**src/rtl/core/bsfd_pkg.sv**
```systemverilog
`default_nettype none
// ----------------------------------------------------------------------------
// bsfd_pkg
// Shared types and constants of the byte-stuffed frame decoder.
// ----------------------------------------------------------------------------
package bsfd_pkg;

	localparam int COUNT_WIDTH_DEF = 16;
	localparam int BYTE_W          = 8;
	localparam int LEN_W           = 16;
	localparam int CODE_W          = 2;
	localparam int TDATA_W         = 32;

	localparam logic [BYTE_W-1:0] BYTE_OPEN  = 8'h7E;
	localparam logic [BYTE_W-1:0] BYTE_CLOSE = 8'h7F;
	localparam logic [BYTE_W-1:0] BYTE_ESC   = 8'h7D;
	localparam logic [BYTE_W-1:0] ESC_TO_ESC   = 8'h5D;
	localparam logic [BYTE_W-1:0] ESC_TO_OPEN  = 8'h5E;
	localparam logic [BYTE_W-1:0] ESC_TO_CLOSE = 8'h5F;

	typedef enum logic [CODE_W-1:0] {
		STATUS_OK        = 2'd0,
		STATUS_BAD_ESC   = 2'd1,
		STATUS_BAD_CHECK = 2'd2,
		STATUS_EMPTY     = 2'd3
	} status_t;

	typedef struct packed {
		logic [BYTE_W-1:0] out_byte;
		logic              is_status;
		status_t           status_code;
		logic [LEN_W-1:0]  frame_length;
	} result_t;

endpackage
`default_nettype wire

```
**src/rtl/core/bsfd_in_reg.sv**
```systemverilog
`default_nettype none
// ----------------------------------------------------------------------------
// bsfd_in_reg
// Input register that takes one received byte per transfer.
// ----------------------------------------------------------------------------
module bsfd_in_reg
	import bsfd_pkg::*;
(
	input  wire logic              clk,
	input  wire logic              arst_n,
	input  wire logic              in_valid,
	output logic                   in_ready,
	input  wire logic [BYTE_W-1:0] in_byte,
	input  wire logic              advance,
	output logic                   valid_s1,
	output logic [BYTE_W-1:0]      byte_s1
);

	assign in_ready = !valid_s1 || advance;

	always_ff @(posedge clk or negedge arst_n) begin
		if (!arst_n) begin
			valid_s1 <= 1'b0;
		end else if (in_ready) begin
			valid_s1 <= in_valid;
		end
	end

	always_ff @(posedge clk) begin
		if (in_ready && in_valid) begin
			byte_s1 <= in_byte;
		end
	end

endmodule
`default_nettype wire

```
**src/rtl/core/bsfd_decode.sv**
```systemverilog
`default_nettype none
// ----------------------------------------------------------------------------
// bsfd_decode
// Frame state, unescaping, hold-back of the checksum byte and status logic.
// ----------------------------------------------------------------------------
module bsfd_decode
	import bsfd_pkg::*;
#(
	parameter int COUNT_WIDTH = COUNT_WIDTH_DEF
)(
	input  wire logic              clk,
	input  wire logic              arst_n,
	input  wire logic              fire,
	input  wire logic [BYTE_W-1:0] byte_s1,
	output logic                   res_valid,
	output result_t                res
);

	logic                   in_frame_q, after_escape_q, have_held_q, escape_failed_q;
	logic [BYTE_W-1:0]      held_byte_q, running_xor_q;
	logic [COUNT_WIDTH-1:0] byte_count_q;

	logic                   in_frame_d, after_escape_d, have_held_d, escape_failed_d;
	logic [BYTE_W-1:0]      held_byte_d, running_xor_d;
	logic [COUNT_WIDTH-1:0] byte_count_d;

	logic [BYTE_W-1:0]      dec_byte;
	logic                   have_dec;
	logic [LEN_W-1:0]       len_capped;

	generate
		if (COUNT_WIDTH > LEN_W) begin : g_cap
			assign len_capped = (|byte_count_q[COUNT_WIDTH-1:LEN_W]) ? {LEN_W{1'b1}}
				: byte_count_q[LEN_W-1:0];
		end else if (COUNT_WIDTH == LEN_W) begin : g_same
			assign len_capped = byte_count_q;
		end else begin : g_ext
			assign len_capped = {{(LEN_W-COUNT_WIDTH){1'b0}}, byte_count_q};
		end
	endgenerate

	always_comb begin
		dec_byte = byte_s1;
		have_dec = 1'b0;
		escape_failed_d = escape_failed_q;
		after_escape_d  = after_escape_q;
		if (after_escape_q) begin
			after_escape_d = 1'b0;
			unique case (byte_s1)
				ESC_TO_ESC: begin
					dec_byte = BYTE_ESC;
					have_dec = 1'b1;
				end
				ESC_TO_OPEN: begin
					dec_byte = BYTE_OPEN;
					have_dec = 1'b1;
				end
				ESC_TO_CLOSE: begin
					dec_byte = BYTE_CLOSE;
					have_dec = 1'b1;
				end
				default: begin
					escape_failed_d = 1'b1;
				end
			endcase
		end else if (byte_s1 == BYTE_ESC) begin
			after_escape_d = 1'b1;
		end else begin
			have_dec = 1'b1;
		end
	end

	always_comb begin
		in_frame_d    = in_frame_q;
		have_held_d   = have_held_q;
		held_byte_d   = held_byte_q;
		running_xor_d = running_xor_q;
		byte_count_d  = byte_count_q;
		res_valid     = 1'b0;
		res           = '0;
		res.status_code = STATUS_OK;

		if (!in_frame_q || byte_s1 == BYTE_OPEN || byte_s1 == BYTE_CLOSE) begin
			have_held_d   = 1'b0;
			held_byte_d   = '0;
			running_xor_d = '0;
			byte_count_d  = '0;
		end

		priority if (!in_frame_q) begin
			if (byte_s1 == BYTE_OPEN) begin
				in_frame_d = 1'b1;
			end
		end else if (byte_s1 == BYTE_OPEN) begin
			in_frame_d = 1'b1;
		end else if (byte_s1 == BYTE_CLOSE) begin
			in_frame_d    = 1'b0;
			res_valid     = 1'b1;
			res.is_status = 1'b1;
			res.frame_length = len_capped;
			priority if (escape_failed_q || after_escape_q) begin
				res.status_code = STATUS_BAD_ESC;
			end else if (!have_held_q) begin
				res.status_code = STATUS_EMPTY;
			end else if (held_byte_q != running_xor_q) begin
				res.status_code = STATUS_BAD_CHECK;
			end else begin
				res.status_code = STATUS_OK;
			end
		end else begin
			if (have_dec) begin
				held_byte_d = dec_byte;
				have_held_d = 1'b1;
				if (have_held_q) begin
					res_valid     = 1'b1;
					res.out_byte  = held_byte_q;
					running_xor_d = running_xor_q ^ held_byte_q;
					if (byte_count_q != {COUNT_WIDTH{1'b1}}) begin
						byte_count_d = byte_count_q + 1'b1;
					end
				end
			end
		end
	end

	always_ff @(posedge clk or negedge arst_n) begin
		if (!arst_n) begin
			in_frame_q      <= 1'b0;
			after_escape_q  <= 1'b0;
			have_held_q     <= 1'b0;
			escape_failed_q <= 1'b0;
			held_byte_q     <= '0;
			running_xor_q   <= '0;
			byte_count_q    <= '0;
		end else if (fire) begin
			in_frame_q    <= in_frame_d;
			have_held_q   <= have_held_d;
			held_byte_q   <= held_byte_d;
			running_xor_q <= running_xor_d;
			byte_count_q  <= byte_count_d;
			if (in_frame_q && byte_s1 != BYTE_OPEN && byte_s1 != BYTE_CLOSE) begin
				after_escape_q  <= after_escape_d;
				escape_failed_q <= escape_failed_d;
			end else begin
				after_escape_q  <= 1'b0;
				escape_failed_q <= 1'b0;
			end
		end
	end

	a_idle_clear: assert property (@(posedge clk) disable iff (!arst_n)
		!in_frame_q |-> !have_held_q && !after_escape_q && !escape_failed_q
			&& byte_count_q == '0)
		else $error("frame state left over outside a frame");

	a_close_ends: assert property (@(posedge clk) disable iff (!arst_n)
		fire && in_frame_q && byte_s1 == BYTE_CLOSE |=> !in_frame_q)
		else $error("close did not end the frame");

	a_payload_held: assert property (@(posedge clk) disable iff (!arst_n)
		fire && res_valid && !res.is_status |-> have_held_q && in_frame_q)
		else $error("payload transfer without a held byte");

	a_count_step: assert property (@(posedge clk) disable iff (!arst_n)
		fire && in_frame_q && byte_s1 != BYTE_OPEN && byte_s1 != BYTE_CLOSE
			|=> byte_count_q == $past(byte_count_q)
			|| byte_count_q == $past(byte_count_q) + 1'b1)
		else $error("byte count moved by more than one");

endmodule
`default_nettype wire

```
**src/rtl/core/bsfd_out_reg.sv**
```systemverilog
`default_nettype none
// ----------------------------------------------------------------------------
// bsfd_out_reg
// Result register that drives the output stream.
// ----------------------------------------------------------------------------
module bsfd_out_reg
	import bsfd_pkg::*;
(
	input  wire logic    clk,
	input  wire logic    arst_n,
	input  wire logic    res_valid,
	input  wire result_t res,
	output logic         take,
	output logic         out_valid,
	input  wire logic    out_ready,
	output result_t      res_q
);

	assign take = !out_valid || out_ready;

	always_ff @(posedge clk or negedge arst_n) begin
		if (!arst_n) begin
			out_valid <= 1'b0;
		end else if (take) begin
			out_valid <= res_valid;
		end
	end

	always_ff @(posedge clk) begin
		if (take && res_valid) begin
			res_q <= res;
		end
	end

endmodule
`default_nettype wire

```
**src/rtl/core/byte_stuffed_frame_decoder_unit.sv**
```systemverilog
`default_nettype none
// ----------------------------------------------------------------------------
// byte_stuffed_frame_decoder_unit
// Byte-stuffed deframer with XOR checksum check and end-of-frame status.
// ----------------------------------------------------------------------------
// The unit takes one raw byte per cycle while the output side keeps up: the
// byte is captured in the input register, decoded against the frame state,
// and any result lands in the output register. Each register loads whenever
// it is empty or the output register is being read, so the sustained rate is
// one byte per cycle as long as the output side keeps up.
// A payload byte appears one decoded byte late, the checksum byte never
// appears, and the status transfer of a frame carries tlast. No clearing
// pass follows reset.
module byte_stuffed_frame_decoder_unit
	import bsfd_pkg::*;
#(
	parameter int COUNT_WIDTH = COUNT_WIDTH_DEF
)(
	input  wire logic               clk,
	input  wire logic               arst_n,
	input  wire logic               s_tvalid,
	output logic                    s_tready,
	input  wire logic [BYTE_W-1:0]  s_tdata,   // rx_byte[7:0]
	output logic                    m_tvalid,
	input  wire logic               m_tready,
	output logic [TDATA_W-1:0]      m_tdata,   // out_byte[7:0], status_code[9:8],
	                                           // frame_length[25:10], zero[31:26]
	output logic                    m_tlast    // is_status
);

	logic              valid_s1, take, fire, res_valid;
	logic [BYTE_W-1:0] byte_s1;
	result_t           res, res_q;

	assign fire = valid_s1 && take;

	bsfd_in_reg u_in_reg (
		.clk      (clk),
		.arst_n   (arst_n),
		.in_valid (s_tvalid),
		.in_ready (s_tready),
		.in_byte  (s_tdata),
		.advance  (take),
		.valid_s1 (valid_s1),
		.byte_s1  (byte_s1)
	);

	bsfd_decode #(
		.COUNT_WIDTH (COUNT_WIDTH)
	) u_decode (
		.clk       (clk),
		.arst_n    (arst_n),
		.fire      (fire),
		.byte_s1   (byte_s1),
		.res_valid (res_valid),
		.res       (res)
	);

	bsfd_out_reg u_out_reg (
		.clk       (clk),
		.arst_n    (arst_n),
		.res_valid (fire && res_valid),
		.res       (res),
		.take      (take),
		.out_valid (m_tvalid),
		.out_ready (m_tready),
		.res_q     (res_q)
	);

	assign m_tdata = {{(TDATA_W-BYTE_W-CODE_W-LEN_W){1'b0}}, res_q.frame_length,
		res_q.status_code, res_q.out_byte};
	assign m_tlast = res_q.is_status;

endmodule
`default_nettype wire

```
**config.mk**
```make
export PLATFORM = sky130hd
export DESIGN_NAME = byte_stuffed_frame_decoder_unit
export DESIGN_NICKNAME = d
export VERILOG_FILES = /design/src/rtl/core/bsfd_pkg.sv /design/src/rtl/core/bsfd_in_reg.sv /design/src/rtl/core/bsfd_decode.sv /design/src/rtl/core/bsfd_out_reg.sv /design/src/rtl/core/byte_stuffed_frame_decoder_unit.sv
export SDC_FILE = /design/constraint.sdc
export NUM_CORES = 1
export LEC_CHECK = 0
export BUFFER_PORTS_ARGS = -buffer_cell sky130_fd_sc_hd__buf_2
export CORE_MARGIN = 2
export CORE_UTILIZATION = 60
export CTS_BUF_LIST = sky130_fd_sc_hd__clkbuf_8 sky130_fd_sc_hd__clkbuf_16
export CTS_CLUSTER_DIAMETER = 150
export DETAILED_ROUTE_END_ITERATION = 12
export PLACE_DENSITY = 0.94
export SLEW_MARGIN = 20
export SYNTH_ARGS = -nofsm -noshare
export SYNTH_HDL_FRONTEND = slang
export SYNTH_SLANG_ARGS = --single-unit
```
**constraint.sdc**
```tcl
create_clock -name clk -period 4.9 [get_ports clk]
set_input_delay 0.49 -clock clk [delete_from_list [all_inputs] [get_ports clk]]
set_output_delay 0.49 -clock clk [all_outputs]
set_load 0.1 [all_outputs]
```
==> summary.md, run 1 <==
| Metric | Value |
|---|---|
| Number of standard cells in the final layout excluding fillers | approximately 430 |
| Most used DFF post-synth | sky130_fd_sc_hd__dfrtp_1 |
| Critical Setup Path Class | reg2reg |
| Distinct cell type count of the synthesized netlist | 45 |
| Number of DRC markers after the initial detailed-route iteration | between 300 and 400 |
| Post-route antenna net violation count | 0 |
| Total negative slack for setup checks | 0 ps |
| Antenna violations before repair | 0 |
| Max-slew headroom | between 20 and 30% |
| FFs w/ async S/R, synth | around 52% |
| Detail Placement HPWL | 4400 um |
| Max Root-Sink Buffers | 2 |
| Clock root buffer | sky130_fd_sc_hd__clkbuf_8 |
| Data arrival time of the critical path | between 2000 and 3000 ps |
| Maximum fanout along the worst path | 22 |
| Final critical path time including I/O delays and setup | around 2500 ps |
| Final Cycle Share | ~51% |
| Top post-synthesis cells by area | sky130_fd_sc_hd__edfxtp_1 (31%), sky130_fd_sc_hd__dfrtp_1 (28%), sky130_fd_sc_hd__o21ai_1 (5.0%) |
| WP data required | between 5000 and 6000 ps |
| Vias in the first global route | 2482 |
| Maximum clock frequency | around 0.40 GHz |
| Number of diodes | 0 |
| DP Cell Count | 413 |
| Proportion of netlist area held by the largest area contributor | 30.7% |
| DIE AREA | ~6300 um^2 |
| Via count | ~2600 |
| CTS tree | built |
| Area delta synth->final | 10.7% |
| Post-synthesis cell type with the largest combined area | sky130_fd_sc_hd__edfxtp_1 |
| Crit end category | flip-flop |
| MaxCap Viol Count | 0 |
| Deepest level of the CTS H-tree | 3 |
| RD Place Congestion | 0.851 |
| Pin count of the biggest net entering global routing | 39 |
| Post-synthesis sequential element count | between 70 and 80 |
| Drt drc | 0 |
| Maximum clock skew at final layout | 8.18 ps |
| YS warnings | 0 |
| Peak supply drop | 0.000248 V |
| Global-route usage over all layers | approximately a quarter |
| Slew of the pin with the lowest slew margin | approximately 1100 ps |
| Detailed-routing iteration count for the pre-antenna-repair pass | 5 |
| Width of the die | 79.6 um |
| # fillers | approximately 430 |
| Status | finished, final reports clean |
| Net count reported at finish | 365 |
| Overflow left after global routing | 0 |
| Crit path from | u_in_reg.byte_s1[4] |
| Worst-case register-to-register setup slack | around 2400 ps |
| Clock transition at path regs | approximately 70 ps |
| WL per Instance | 15.6 um |
| Vertical die dimension | roughly 80 um |
| Share of layout cells above drive strength 1 | 17.6% |
| Fin. max-slew vios | 0 |
| TritonCTS Buffers | 9 |
| Count of cells along the worst register-to-register path | 5 |
| Count of standard-cell rows | 27 |
| Number of setup buffers added after CTS | 0 |
| Finish-stage setup viols | 0 |
| Start of the worst register-to-register path | u_in_reg.byte_s1[4] |
| Core ar. | 5510 um^2 |
| Port Buffer Count | 40 |
| Post-cts resize count | 0 |
| Average via count per standard cell | 6.06 |
| Seq/Total Area, Yosys | between 50% and 60% |
| Synth Instances | ~320 |
| Boundary Pins | between 40 and 50 |
| Critical register-to-register path endpoint | u_decode.byte_count_q[10] |
| Mean Syn Cell Area | ~11 um^2 |
| Wire length of the first global-routing pass | between 10000 and 15000 um |
| Post-cts hold buffer count | 0 |
| Effective utilization at floorplan | 62.2% |
| Netlist area before placement | about 3400 um^2 |
| P per Cell Area | 309 nW/um^2 |
| Count of flip-flops with a built-in enable after synthesis | 35 |
| Static leakage | ~1.7 nW |
| Final Hold Fails | 0 |
| Post-route worst hold slack | between 200 and 250 ps |
| Routed Wire Length | roughly 6700 um |
| Worst-skew pair later-pin latency | about 350 ps |
| HP Class | in2async |
| Startpoint type of the worst setup path | flip-flop |
| CTS Sinks | 73 |
| Unrepaired setup endpoints after global routing | no |
==> worst max-delay path by stage <==
stage,endpoint,slack (ps),depth (start not counted)
6_report,u_decode.byte_count_q[10],2420,5
2_1_floorplan,u_out_reg.res_q[0],1870,6
3_3_place_gp,u_decode.byte_count_q[8],2440,6
5_1_grt,u_decode.byte_count_q[10],2240,5
4_1_cts,u_decode.byte_count_q[8],2370,6
3_5_place_dp,u_decode.byte_count_q[8],2400,6
==> sequential cells by signal, summed over array words and instances, names as in the netlist <==
register,cells
u_decode.have_held_q,1
u_decode.running_xor_q,8
u_out_reg.out_valid,1
u_decode.after_escape_q,1
u_out_reg.res_q,27
u_decode.held_byte_q,8
u_decode.in_frame_q,1
u_in_reg.byte_s1,8
u_decode.byte_count_q,16
u_in_reg.valid_s1,1
u_decode.escape_failed_q,1
==> routing by layer <==
metal | vias up | global-route usage, % | share of wire, % | wire [um]
li1 | 1235 | - | - | -
met5 | - | 0 | 0 | 0
met1 | 1225 | 30.8 | 43 | 2900
met3 | 11 | 6.22 | 7.2 | 481
met4 | 0 | 9.14 | 1.5 | 97
met2 | 130 | 38.0 | 48 | 3200
==> power by group <==
group | switching, mW | total [mW] | internal, mW
Sequential | 0.0179 | 0.673 | 0.655
Clock | 0.208 | 0.398 | 0.190
Combinational | 0.0784 | 0.101 | 0.0223
Total | 0.304 | 1.17 | 0.867
==> cell usage after synthesis, types with 2 or more instances <==
cell                       count
sky130_fd_sc_hd__dfrtp_1      38
sky130_fd_sc_hd__or3_1         2
sky130_fd_sc_hd__nand3_1      18
sky130_fd_sc_hd__a21oi_1      16
sky130_fd_sc_hd__o21ai_0       2
sky130_fd_sc_hd__o21ai_1      34
sky130_fd_sc_hd__nand2b_1      3
sky130_fd_sc_hd__nor3_1        6
sky130_fd_sc_hd__clkbuf_1      9
sky130_fd_sc_hd__edfxtp_1     35
sky130_fd_sc_hd__nand4_1      10
sky130_fd_sc_hd__mux2i_1       2
sky130_fd_sc_hd__o221ai_1      5
sky130_fd_sc_hd__nand2_1      25
sky130_fd_sc_hd__or4_1         4
sky130_fd_sc_hd__a41oi_1       3
sky130_fd_sc_hd__o211ai_1      2
sky130_fd_sc_hd__inv_1         5
sky130_fd_sc_hd__a31oi_1       8
sky130_fd_sc_hd__buf_2         8
sky130_fd_sc_hd__xor2_1        7
sky130_fd_sc_hd__o31ai_1       2
sky130_fd_sc_hd__and2_1       25
sky130_fd_sc_hd__buf_4         7
sky130_fd_sc_hd__nor2_1       11
sky130_fd_sc_hd__and3_1       10
sky130_fd_sc_hd__a32o_1        3
==> through the flow <==
stage / cell area, um^2 / utilization (%) / setup WS [ps] / power (mW)
after floorplan: 3450 / - / 1870 / 0.761
after global placement: 3630 / 65.9 / 2440 / 0.781
after detailed placement: 3630 / 65.9 / 2400 / 0.784
after CTS: 3790 / 68.9 / 2370 / 1.18
after global routing: 3790 / 68.9 / 2240 / 1.22
final: 3790 / 68.9 / 2420 / 1.17
==> logic make-up (layout without fill, tap and decap cells) <==
family	after synthesis	after routing	share of synthesized area, %
simple gates	122	122	19.7
compound gates	81	81	14.5
flops	73	73	58.4
buf+inv	30	64	4.34
xor+xnor	8	8	2.04
mux	2	2	0.584
fa+ha+maj	1	1	0.365
other cells	1	6	0.109
==> worst max-delay path: stages, from the launching register on <==
cell and delay [ps]:
sky130_fd_sc_hd__edfxtp_1 420, sky130_fd_sc_hd__nand3_1 150, sky130_fd_sc_hd__or4_1 350, sky130_fd_sc_hd__nand3_1 640, sky130_fd_sc_hd__or4_1 730, sky130_fd_sc_hd__nand3_1 110
==> area by class of cell <==
type | instances | area [um^2] | area share [%]
Clock buffer | 10 | 138 | 3.63
Clock inverter | 6 | 27.5 | 0.726
Inverter | 6 | 22.5 | 0.594
Multi-Input combinational cell | 220 | 1300 | 34.2
Sequential cell | 73 | 2000 | 52.8
Tap cell | 72 | 90.1 | 2.37
Timing Repair Buffer | 42 | 215 | 5.67
==> cell usage in the layout, fill, tap and decap left out, types with 4 or more instances in the layout <==
cell / instances
sky130_fd_sc_hd__nand3_1: 18
sky130_fd_sc_hd__nor3_1: 6
sky130_fd_sc_hd__edfxtp_1: 35
sky130_fd_sc_hd__clkbuf_8: 10
sky130_fd_sc_hd__a31oi_1: 8
sky130_fd_sc_hd__nand2_1: 25
sky130_fd_sc_hd__conb_1: 6
sky130_fd_sc_hd__o21ai_1: 34
sky130_fd_sc_hd__o221ai_1: 5
sky130_fd_sc_hd__buf_2: 40
sky130_fd_sc_hd__a21oi_1: 16
sky130_fd_sc_hd__dfrtp_1: 38
sky130_fd_sc_hd__and2_1: 25
sky130_fd_sc_hd__nor2_1: 10
sky130_fd_sc_hd__and3_1: 9
sky130_fd_sc_hd__clkinv_2: 4
sky130_fd_sc_hd__nand4_1: 10
sky130_fd_sc_hd__or4_1: 4
sky130_fd_sc_hd__inv_1: 7
sky130_fd_sc_hd__xor2_1: 7
No activity file was read; power rests on OpenSTA's default activity.
==> inputs of run 2 (changes only) <==
--- a/config.mk
+++ b/config.mk
@@ -7,11 +7,11 @@
 export LEC_CHECK = 0
 export BUFFER_PORTS_ARGS = -buffer_cell sky130_fd_sc_hd__buf_2
 export CORE_MARGIN = 2
-export CORE_UTILIZATION = 60
+export CORE_UTILIZATION = 57
 export CTS_BUF_LIST = sky130_fd_sc_hd__clkbuf_8 sky130_fd_sc_hd__clkbuf_16
 export CTS_CLUSTER_DIAMETER = 150
 export DETAILED_ROUTE_END_ITERATION = 12
-export PLACE_DENSITY = 0.94
+export PLACE_DENSITY = 0.9
 export SLEW_MARGIN = 20
 export SYNTH_ARGS = -nofsm -noshare
 export SYNTH_HDL_FRONTEND = slang
==> constraint.sdc (replaced) <==
create_clock -name clk -period 2.4 [get_ports clk]
set_input_delay 0.24 -clock clk [delete_from_list [all_inputs] [get_ports clk]]
set_output_delay 0.24 -clock clk [all_outputs]
set_load 0.1 [all_outputs]
==> run 2 against run 1 <==
  * Power increased by 140%
  * Count of clock-buffer cells in the layout unchanged
  * Worst hold slack got worse by 230 ps
  * Critical path type unchanged
  * Critical endpoint is now u_out_reg.res_q[5]
  * Highest routed layer unchanged
==> summary.md, run 2 (synthesis results as in run 1) <==
| Metric | Value |
|---|---|
| Finish-stage setup viols | 0 (unchanged) |
| Crit end category | flip-flop |
| Vertical die dimension | 81.5 um (+2.5%) |
| Pin count of the biggest net entering global routing | 39 (unchanged) |
| Maximum fanout along the worst path | 27 (+23%) |
| Detail Placement HPWL | 4810 um (+9.2%) |
| Number of diodes | 0 (unchanged) |
| Fin. max-slew vios | 0 (unchanged) |
| Unrepaired setup endpoints after global routing | no |
| Count of standard-cell rows | 28 (+3.7%) |
| Storage element area | 2000 um^2 (about the same) |
| Count of cells along the worst register-to-register path | 7 (+2) |
| RD Place Congestion | 0.848 (-0.34%) |
| Max-slew headroom | 40.3% (+13 points) |
| Clock root buffer | sky130_fd_sc_hd__clkbuf_8 |
| Port Buffer Count | 40 (unchanged) |
| Worst-skew pair later-pin latency | 350 ps (about the same) |
| Width of the die | 81.5 um (+2.5%) |
| Wire length of the first global-routing pass | 12100 um (+6.6%) |
| Via count | 2738 (+5.3%) |
| Largest registers ranked by flip-flop count | u_out_reg.res_q: 27 flops, u_decode.byte_count_q: 16 flops |
| Final Hold Fails | 0 (unchanged) |
| Combined area of the multi-input logic cells | 1310 um^2 (+1.1%) |
| Peak supply drop | 0.000418 V (+68%) |
| Leading cell types in the layout, fill and taps excluded | sky130_fd_sc_hd__buf_2 (40), sky130_fd_sc_hd__dfrtp_1 (37), sky130_fd_sc_hd__edfxtp_1 (35) |
| Deepest level of the CTS H-tree | 3 (unchanged) |
| DIE AREA | 6650 um^2 (+5.0%) |
| Share of layout cells above drive strength 1 | 21.1% (+3.5 points) |
| Final Cycle Share | 95.7% (+45 points) |
| WL per Instance | 16.8 um (+8.2%) |
| Number of DRC markers after the initial detailed-route iteration | 411 (+26%) |
| Net count reported at finish | 377 (+3.3%) |
| Drt drc | 0 (unchanged) |
| Flip-flop count of the largest register, all copies and words added | 27 (unchanged) |
| Boundary Pins | 47 (unchanged) |
| Global-route usage over all layers | 24.6% (+0.94 points) |
| Post-route antenna net violation count | 0 (unchanged) |
| Max Root-Sink Buffers | 2 (unchanged) |
| # fillers | 427 (+0.23%) |
| CTS tree | built |
| Area post-placement | 3740 um^2 (+3.1%) |
| Startpoint type of the worst setup path | flip-flop |
| Post-cts hold buffer count | 0 (unchanged) |
| Slew of the pin with the lowest slew margin | 896 ps (-187 ps) |
| MaxCap Viol Count | 0 (unchanged) |
| Detailed-routing iteration count for the pre-antenna-repair pass | 5 (unchanged) |
| Area delta synth->final | 17.4% |
| Core ar. | 5850 um^2 (+6.2%) |
| Biggest register | u_out_reg.res_q |
| Effective utilization at floorplan | 58.6% (-3.7 points) |
| Final critical path time including I/O delays and setup | 2300 ps (-182 ps) |
| Critical Setup Path Class | reg2reg |
| CTS Sinks | 73 (unchanged) |
| Total negative slack for setup checks | 0 ps (unchanged) |
| Maximum clock frequency | 0.436 GHz (+7.9%) |
| Most common cell after layout, fill and taps aside | sky130_fd_sc_hd__buf_2 |
| Static leakage | 1.79 nW (+5.8%) |
| Maximum clock skew at final layout | 8.74 ps (+0.559 ps) |
| Data arrival time of the critical path | 2350 ps (-410 ps) |
| Antenna violations before repair | 0 (unchanged) |
| Crit path from | u_in_reg.byte_s1[7] |
| Routed Wire Length | 7480 um (+12%) |
| Start of the worst register-to-register path | u_in_reg.byte_s1[7] |
| HP Class | in2async |
| Overflow left after global routing | 0 (unchanged) |
| WP data required | 2450 ps (-2730 ps) |
| Average via count per standard cell | 6.17 (+1.7%) |
| P per Cell Area | 689 nW/um^2 (+120%) |
| Finished Cell Area | 4020 um^2 (+6.1%) |
| TritonCTS Buffers | 9 (unchanged) |
| Status | finished, final reports clean |
| Vias in the first global route | 2559 (+3.1%) |
| Clock transition at path regs | 70 ps (about the same) |
==> run 2: cell count changes in the layout (fill, tap and decap cells not counted), sizes merged <==
cell,change
buf,+11
bufinv,+3
clkinvlp,+1
clkbuf,+1
inv,-1
clkinv,-3
==> run 2: power breakdown <==
| group | total [mW] | leakage (nW) | switching, mW | internal, mW |
|---|---|---|---|---|
| Sequential | 1.37 | 0.898 | 0.0383 | 1.34 |
| Combinational | 0.232 | 0.771 | 0.166 | 0.0663 |
| Clock | 1.16 | 0.124 | 0.451 | 0.713 |
==> run 2: final cells by class <==
class	count	area share [%]
multi-input combinational	220	32.6
sequential	73	49.8
inverter	6	0.560
tap	75	2.33
clock inverter	6	2.64
clock buffer	10	3.42
timing repair buffer	54	8.64
==> run 2: repair_timing <==
action | CTS | global route
setup buffers | 0 | 1
resized for setup | 0 | 2
hold endpoints to repair | 0 | 0
endpoints found under the setup margin | 0 | 22
==> run 2: path summary, 6_finish.rpt <==
path	endpoint	slack, ps
max	u_out_reg.res_q[5]	100
min	u_decode.held_byte_q[4]	10
min in group clk	u_in_reg.byte_s1[3]	60
max in group asynchronous	u_out_reg.out_valid	1770
min reg2reg	u_decode.running_xor_q[7]	490
max reg2reg	u_out_reg.res_q[5]	100
==> run 2: worst max-delay path, stage by stage, from the launching register on <==
cell and delay (ps):
sky130_fd_sc_hd__edfxtp_1 420, sky130_fd_sc_hd__nand2b_1 220, sky130_fd_sc_hd__o31a_1 380, sky130_fd_sc_hd__nor3b_4 300
sky130_fd_sc_hd__buf_12 180, sky130_fd_sc_hd__mux2i_1 130, sky130_fd_sc_hd__nor2_4 140, sky130_fd_sc_hd__buf_12 190
==> run 2: layer usage <==
metal  wire, um  global-route usage (%)
met1       3040                    32.5
met2       3640                    37.1
met3        623                    6.04
met4        176                    13.7
met5          0                       0
==> run 2: stage by stage <==
step	std cells	setup slack (ps)	hold WS [ps]	utilization (%)	total power [mW]
2_1_floorplan	323	58.8	-55.6	-	1.56
3_3_place_gp	426	278	384	63.9	1.61
3_5_place_dp	426	161	401	63.9	1.62
4_1_cts	442	113	20.2	68.1	2.77
5_1_grt	444	11.4	44.5	68.8	2.86
6_report	444	104	11.2	68.8	2.77
